File: src/design/a2d_pkg.sv
// Package: shared types and constants of the 2D affine transform engine.
`default_nettype none
package a2d_pkg;

  typedef enum logic [2:0] {
    FUNC_IDENTITY  = 3'd0,
    FUNC_SCALE     = 3'd1,
    FUNC_TRANSLATE = 3'd2,
    FUNC_ROTATE    = 3'd3,
    FUNC_POINT     = 3'd4,
    FUNC_SCALAR    = 3'd5,
    FUNC_RSVD6     = 3'd6,
    FUNC_RSVD7     = 3'd7
  } func_e;

  typedef enum logic [2:0] {
    ST_IDLE,
    ST_CORDIC,
    ST_MAC,
    ST_SCALAR,
    ST_OUT
  } state_e;

  localparam int unsigned AtanCount  = 24;
  localparam int unsigned CordicFrac = 30;
  localparam logic signed [33:0] CordicGain = 34'sd652032874;

  // Command from controller to datapath.
  typedef struct packed {
    logic       load;       // capture item, build elementary matrix input
    logic       ident;      // set matrix to identity
    logic       cordic_step;
    logic       elem_rot;   // load rotation elementary matrix
    logic       mac_step;   // one product and accumulate
    logic       scal_step;  // scale one entry
    logic       commit;     // copy temporary matrix into current
    logic       clr_flag;
  } cmd_t;

  // Status from datapath to controller.
  typedef struct packed {
    logic last_cordic;
    logic last_mac;
    logic last_scal;
  } sts_t;

  // Arctangent table in units of 2^-32 turn.
  function automatic logic [29:0] atan_turn(input logic [4:0] idx);
    logic [29:0] r;
    case (idx)
      5'd0:  r = 30'd536870912;
      5'd1:  r = 30'd316933406;
      5'd2:  r = 30'd167458907;
      5'd3:  r = 30'd85004756;
      5'd4:  r = 30'd42667331;
      5'd5:  r = 30'd21354465;
      5'd6:  r = 30'd10679838;
      5'd7:  r = 30'd5340247;
      5'd8:  r = 30'd2670163;
      5'd9:  r = 30'd1335087;
      5'd10: r = 30'd667544;
      5'd11: r = 30'd333772;
      5'd12: r = 30'd166886;
      5'd13: r = 30'd83443;
      5'd14: r = 30'd41722;
      5'd15: r = 30'd20861;
      5'd16: r = 30'd10430;
      5'd17: r = 30'd5215;
      5'd18: r = 30'd2608;
      5'd19: r = 30'd1304;
      5'd20: r = 30'd652;
      5'd21: r = 30'd326;
      5'd22: r = 30'd163;
      5'd23: r = 30'd81;
      default: r = 30'd0;
    endcase
    return r;
  endfunction

  // Saturate a 66-bit signed value to 32 bits.
  function automatic logic [32:0] sat32(input logic signed [65:0] v);
    logic [32:0] r;
    if (v > 66'sh0_7FFF_FFFF) r = {1'b1, 32'h7FFF_FFFF};
    else if (v < -66'sh0_8000_0000) r = {1'b1, 32'h8000_0000};
    else r = {1'b0, v[31:0]};
    return r;
  endfunction

endpackage
`default_nettype wire

File: src/design/a2d_ctrl.sv
// Controller: sequences CORDIC steps, multiply-accumulates and the result transfer.
`default_nettype none
module a2d_ctrl (
  input  wire             clk_i,
  input  wire             rst_ni,
  input  wire             in_valid_i,
  output logic            in_stall_o,
  input  wire  [2:0]      func_i,
  output logic            out_valid_o,
  input  wire             out_stall_i,
  input  a2d_pkg::sts_t   sts_i,
  output a2d_pkg::cmd_t   cmd_o
);

  a2d_pkg::state_e state_q, state_d;
  logic [2:0] func_q;
  logic       acc;

  assign acc = in_valid_i && !in_stall_o;

  // Next state.
  always_comb begin
    state_d = state_q;
    case (state_q)
      a2d_pkg::ST_IDLE: begin
        if (acc) begin
          case (func_i)
            a2d_pkg::FUNC_SCALE, a2d_pkg::FUNC_TRANSLATE,
            a2d_pkg::FUNC_POINT: state_d = a2d_pkg::ST_MAC;
            a2d_pkg::FUNC_ROTATE: state_d = a2d_pkg::ST_CORDIC;
            a2d_pkg::FUNC_SCALAR: state_d = a2d_pkg::ST_SCALAR;
            default: state_d = a2d_pkg::ST_IDLE;
          endcase
        end
      end
      a2d_pkg::ST_CORDIC: if (sts_i.last_cordic) state_d = a2d_pkg::ST_MAC;
      a2d_pkg::ST_MAC: begin
        if (sts_i.last_mac) begin
          state_d = (func_q == a2d_pkg::FUNC_POINT) ? a2d_pkg::ST_OUT : a2d_pkg::ST_IDLE;
        end
      end
      a2d_pkg::ST_SCALAR: if (sts_i.last_scal) state_d = a2d_pkg::ST_IDLE;
      a2d_pkg::ST_OUT: if (!out_stall_i) state_d = a2d_pkg::ST_IDLE;
      default: state_d = a2d_pkg::ST_IDLE;
    endcase
  end

  // Outputs.
  always_comb begin
    cmd_o       = '0;
    in_stall_o  = 1'b1;
    out_valid_o = 1'b0;
    case (state_q)
      a2d_pkg::ST_IDLE: begin
        in_stall_o    = 1'b0;
        cmd_o.load    = acc;
        cmd_o.ident   = acc && (func_i == a2d_pkg::FUNC_IDENTITY);
        cmd_o.clr_flag = acc;
      end
      a2d_pkg::ST_CORDIC: begin
        // Run every step, then load the rotation once the last one has settled.
        cmd_o.cordic_step = !sts_i.last_cordic;
        cmd_o.elem_rot    = sts_i.last_cordic;
      end
      a2d_pkg::ST_MAC: begin
        cmd_o.mac_step = 1'b1;
        cmd_o.commit   = sts_i.last_mac && (func_q != a2d_pkg::FUNC_POINT);
      end
      a2d_pkg::ST_SCALAR: cmd_o.scal_step = 1'b1;
      a2d_pkg::ST_OUT: out_valid_o = 1'b1;
      default: ;
    endcase
  end

  // Hold state and the operation code.
  always_ff @(posedge clk_i or negedge rst_ni) begin
    if (!rst_ni) begin
      state_q <= a2d_pkg::ST_IDLE;
      func_q  <= 3'd0;
    end else begin
      state_q <= state_d;
      if (acc) func_q <= func_i;
    end
  end

endmodule
`default_nettype wire

File: config.mk
export PLATFORM = sky130hd
export DESIGN_NAME = a2d_ctrl
export DESIGN_NICKNAME = d
export VERILOG_FILES = /design/src/design/a2d_pkg.sv /design/src/design/a2d_ctrl.sv
export SDC_FILE = /design/constraint.sdc
export NUM_CORES = 1
export LEC_CHECK = 0
export ABC_CLOCK_PERIOD_IN_PS = 1700
export CAP_MARGIN = 15
export CORE_AREA = 2 2 39 41
export DETAILED_ROUTE_END_ITERATION = 12
export DIE_AREA = 0 0 41 43
export DONT_BUFFER_PORTS = 1
export GPL_TIMING_DRIVEN = 0
export PLACE_DENSITY = 0.56
export SYNTH_ARGS = -nofsm -noshare
export SYNTH_HDL_FRONTEND = slang
export SYNTH_SLANG_ARGS = --single-unit
File: constraint.sdc
create_clock -name clk_i -period 1.7 [get_ports clk_i]
set_input_delay 0.17 -clock clk_i [delete_from_list [all_inputs] [get_ports clk_i]]
set_output_delay 0.17 -clock clk_i [all_outputs]
set_load 0.05 [all_outputs]
==> results.yml, run 1 <==
grt:
  grtUsageTotal: 0.1163
  gr-max-usage-layer: "met2"
  antenna_found_initial: 0
  grt_pass1_wl_um: 1414
  first_global_vias: 346
  grt_util_met3: 0.03665
  grt_overflow: 0
  globalRouteMet2Util: 0.1750
  grt.met1_usage: 0.1414
  grt_max_degree: 9
routing:
  ant_nets: 0
  viasPerCell: 5.215
  routed_wl_um: 880
  drt_pass1_iterations: 4
  vias: 339
  drtIter0Drc: 4
  wire_per_inst_um: 13.54
  drc: 0
final_layout:
  drive_above_1_share: 0.4898
  antennaDiodeCount: 0
  final_cell_mix: "buf_4 (6), dfrtp_1 (5), nor3b_4 (3), nand2_1 (3), clkbuf_4 (3)"
  layout_commonest_cell: "buf_4"
  syn_to_final_growth_pct: 35.15
  nNetsFinal: 60
  fin_area_um2: 558.0
  fillerInstances: 145
  fin_util: 0.4033
floorplan:
  core_area_um2: 1384
  die_w_um: 41
  num_io_pins: 20
  dieArea_um2: 1763
  die_y_um: 43
  initial_core_util: 0.2984
  rows: 14
outcome:
  status: "complete, but fails checks"
  violations: "negative setup slack"
timing:
  rsz0062_at_grt: "true"
  drv_slew: 0
  fin_crit_ns: 2.301
  setup_ws_ns: -0.6006
  setup_viol: 7
  period_share: 1.353
  clock-skew-final_ns: 0.01061
  relSlewSlack: 0.2706
  hold_viol_final: 0
  worst_pin_slew_ns: 1.089
  holdWs_ns: 0.06242
  fmax_ghz: 0.4347
critical_path:
  crit_arrival_ns: 2.13
  critPathLaunchType: "flop"
  path_max_fanout: 8
  crit_path_start: "state_q[0]"
  worstPathRequired_ns: 1.53
  r2r-start: "state_q[0]"
  critPathKind: "flop to output pin"
  endpoint_kind: "output pin"
synthesis:
  syn_inst: 40
  syn-num-nets: 50
  synth_top_family_by_area: "simple AND/OR/NAND/NOR gates"
  ys.warnings.count: 0
  syn-mean-instance-area_um2: 10.32
  yosys.area.top_type_share: 0.3636
  synth_compound_area_frac: 0.07879
  synthMuxAreaShare: 0.1303
  synth.top_cells.by_area: "dfrtp_1 (36%), mux2_2 (8.2%), nor4b_4 (5.8%), nor3b_1 (5.5%), mux2i_1 (4.8%)"
  synth_top_area_cell: "dfrtp_1"
  ys_seq_area_frac: 0.3636
  yosys.area_share.adder: 0
  synthXorXnorAreaFrac: 0.04242
  syn_area_um2: 412.9
  ys_seq_elements: 6
  ys_types: 25
  yosys.area_share.simple: 0.3182
power_and_ir_drop:
  p_int_uw: 564.6
  power_density_nw_per_um2: 2018
  ir_worst_vdd_v: 0.0006227
  total_power_mw: 1.126
  p_leak_nw: 0.2481
  swShare: 0.4988
  switchingPower_uw: 561.8
  sequentialPowerShare: 0.229
  p_clk_frac: 0.123
  comb_power_share: 0.647
clock_tree:
  htree_num_levels: 1
  cts.sinks: 6
  numCtsBuffers: 3
  clockBufferDepth: 2
  clkLatencyLatePin_ns: 0.24
  cts_tree: "done"
  cts_root_buf: "clkbuf_4"
  clkTransAtPathRegs_ns: 0.05
hold_path:
  hold_start: "out_stall_i"
  hp-class: "primary input to flop"
placed_design:
  place_area_um2: 457.9
  dp_hpwl_um: 635.2
  place_congestion: 0.5979
  portBuffers: 0
job:
  maxCapViolations: 0
## power groups by stage
stage / logic, mW / clock network [mW] / registers (mW)
floorplan: 0.584 / 0 / 0.249
detailed placement: 0.630 / 0 / 0.260
CTS: 0.697 / 0.147 / 0.261
global placement: 0.626 / 0 / 0.261
global route: 0.772 / 0.158 / 0.270
finish: 0.729 / 0.139 / 0.258
## cell families (layout without fill, tap and decap cells)
kind of cell	count (synthesis)	after routing
AND/OR/NAND/NOR	19	19
flip-flops	6	6
multiplexers	5	5
AO/OA/AOI/OAI	4	4
buffers and inverters	4	13
XOR/XNOR	2	2
## routing by layer
metal  share of wire  wire length, um  vias up
met5               0                0        -
met4               0                0        0
met3            0.11               93        0
met2            0.48              420       18
met1            0.42              367      161
li1                -                -      160
## synth_stat cells, drive strengths merged
cell    instances
a211o           1
a221oi          1
and2            1
and3            1
and3b           1
buf             3
dfrtp           6
inv             1
mux2            3
mux2i           2
nand2           4
nand3           1
nand3b          1
nor2            3
nor2b           1
nor3b           4
nor4b           1
o211a           1
o21ai           1
or3             1
xnor2           1
xor2            1
## path summary, 6_finish.rpt
kind                               to  slack, ns  cells past startpoint
max                          cmd_o[6]      -0.60                      2
min in group asynchronous   func_q[2]       0.23                      1
min reg2reg                 func_q[0]       0.51                      1
min                        state_q[2]       0.06                      2
max in group asynchronous  state_q[2]       1.23                      1
max reg2reg                 func_q[0]      -0.19                      2
## worst max-delay path: stages (launching register included)
cell and delay [ns]:
dfrtp_1 0.40, nor4b_4 0.96, and3b_2 0.53
## state kept, by name (all words and copies together), names as in the netlist
name,count
func_q,3
state_q,3
## stage by stage
step	TNS, ns	cells	setup slack [ns]
global route	-2.673	65	-0.6687
floorplan	-0.8626	40	-0.2415
detailed placement	-1.763	56	-0.3746
CTS	-2.533	63	-0.6455
global placement	-1.708	56	-0.3698
finish	-2.085	65	-0.6006
## repair_timing
action | CTS | global route
buffers inserted | 2 | 3
pin swaps | 6 | 5
hold endpoints to repair | 6 | 0
gates resized for setup | 8 | 3
endpoints found under the setup margin | 12 | 10
hold buffers | 1 | 0
## area by class of cell
type / instances / area (um^2) / share of cell area
multi-input cells: 30 / 290.3 / 0.5202
flip-flops and latches: 6 / 151.4 / 0.2713
repair buffers: 6 / 47.55 / 0.08520
clock buffers: 4 / 26.28 / 0.04709
well taps: 16 / 20.02 / 0.03587
plain buffers: 2 / 18.77 / 0.03363
inverters: 1 / 3.754 / 0.006726
Note: power is estimated with default switching activity, not from simulation.
==> run 2: changes to the inputs <==
GPL_TIMING_DRIVEN = 1   (was 0)
SKIP_CTS_REPAIR_TIMING = 1   (was default)
==> run 2 against run 1 <==
Effect of this change:
- the run now ends clean
- sequential power increased by 8.9%
- die area did not move
- combinational power decreased by 3%
- first-iteration DRC count rose to 2.5 times the previous value
- worst setup slack better by 0.65 ns
- total power grew 0.82%
- fmax increased by 40%
- register-to-register slack gained 0.44 ns
- non-clock buffer count up 4
- sequential share of layout area down 0.36 points
- flip-flop and latch count unchanged
- critical endpoint unchanged
- largest cell class unchanged
- highest routed layer is now met4
==> results.yml, run 2 (synthesis gave the netlist of run 1 again) <==
floorplan:
  initial_core_util: 0.2984
  dieArea_um2: 1763
  core_area_um2: 1384
  die_y_um: 43
  die_w_um: 41
  num_io_pins: 20
  rows: 14
final_layout:
  instances_no_fill: 69
  antennaDiodeCount: 0
  syn_to_final_growth_pct: 36.97
  fin_area_um2: 565.5
  final_cell_mix: "buf_4 (10), dfrtp_1 (5), nand2_1 (4)"
  nNetsFinal: 64
  layout_commonest_cell: "buf_4"
  largestRegisters: "func_q (3), state_q (3)"
  drive_above_1_share: 0.4340
timing:
  clock-skew-final_ns: 0.01006
  worst_pin_slew_ns: 0.4926
  tns_ns: 0
  period_share: 0.9683
  hold_viol_final: 0
  rsz0062_at_grt: "true"
  fin_crit_ns: 1.646
  relSlewSlack: 0.6739
  drv_slew: 0
  setup_viol: 0
  fmax_ghz: 0.6075
grt:
  grt_max_degree: 11
  grt_overflow: 0
  antenna_found_initial: 0
  grt_pass1_wl_um: 1421
  grtUsageTotal: 0.1225
  first_global_vias: 350
clock_tree:
  cts_root_buf: "clkbuf_4"
  htree_num_levels: 1
  numCtsBuffers: 3
  clkLatencyLatePin_ns: 0.25
  cts.sinks: 6
  cts_tree: "done"
  clkTransAtPathRegs_ns: 0.05
  clockBufferDepth: 2
placed_design:
  portBuffers: 0
  place_inst: 62
  dp_hpwl_um: 721.6
  place_congestion: 0.6270
  place_area_um2: 514.2
power_and_ir_drop:
  total_power_mw: 1.136
  power_density_nw_per_um2: 2008
  ir_worst_vdd_v: 0.0007430
  p_leak_nw: 0.2670
outcome:
  status: "finished, final reports clean"
critical_path:
  crit_arrival_ns: 1.48
  endpoint_kind: "output pin"
  critPathLaunchType: "flop"
  path_max_fanout: 7
  critPathKind: "flop to output pin"
  worstPathRequired_ns: 1.53
routing:
  vias: 346
  viasPerCell: 5.014
  ant_nets: 0
  routed_wl_um: 931
  drc: 0
  drtIter0Drc: 10
  drt_pass1_iterations: 2
  wire_per_inst_um: 13.49
hold_path:
  hp-class: "primary input to flop"
job:
  maxCapViolations: 0
==> run 2: metrics by stage <==
| step | utilization | worst slack [ns] | hold slack, ns |
|---|---|---|---|
| 6_report | 0.4087 | 0.05383 | 0.06901 |
| 4_1_cts | 0.3906 | -0.1485 | -0.3978 |
| 2_1_floorplan | - | -0.2415 | -0.1256 |
| 3_3_place_gp | 0.3716 | 0.1890 | -0.1254 |
| 3_5_place_dp | 0.3716 | 0.1350 | -0.1254 |
| 5_1_grt | 0.4087 | -0.0002629 | 0.06015 |
==> run 2: metal layers <==
layer | up-vias | global-route usage | share of wire
met3 | 2 | 0.03141 | 0.11
met5 | - | 0 | 0
met1 | 161 | 0.1485 | 0.41
met2 | 16 | 0.1719 | 0.47
li1 | 167 | - | -
met4 | 0 | 0.1000 | 0.0086
==> run 2: critical path: stages, from the launching register on <==
cell     delay [ns]
dfrtp_2        0.47
nor4b_4        0.35
and3b_2        0.41
==> run 2: cell type report <==
class | count | area (um^2)
inverter | 1 | 3.754
sequential | 6 | 151.4
multi-input combinational | 30 | 259.0
clock buffer | 4 | 26.28
fill | 150 | 818.3
tap | 16 | 20.02
timing repair buffer | 12 | 105.1
==> run 2: worst paths after layout <==
check / start / end / slack [ns] / cells after the start
max: state_q[2] / cmd_o[6] / 0.05 / 2
min: out_stall_i / state_q[2] / 0.07 / 2
max reg2reg: state_q[2] / func_q[2] / 0.25 / 3
min reg2reg: func_q[0] / func_q[0] / 0.51 / 1
max in group asynchronous: rst_ni / state_q[2] / 1.24 / 1
min in group asynchronous: rst_ni / func_q[0] / 0.23 / 1
==> run 2: power by group <==
group / internal, mW / switching, mW / leakage (nW) / total [mW]
clock network: 0.0892 / 0.0557 / 0.0150 / 0.145
registers: 0.207 / 0.0736 / 0.0734 / 0.281
logic: 0.286 / 0.424 / 0.179 / 0.710
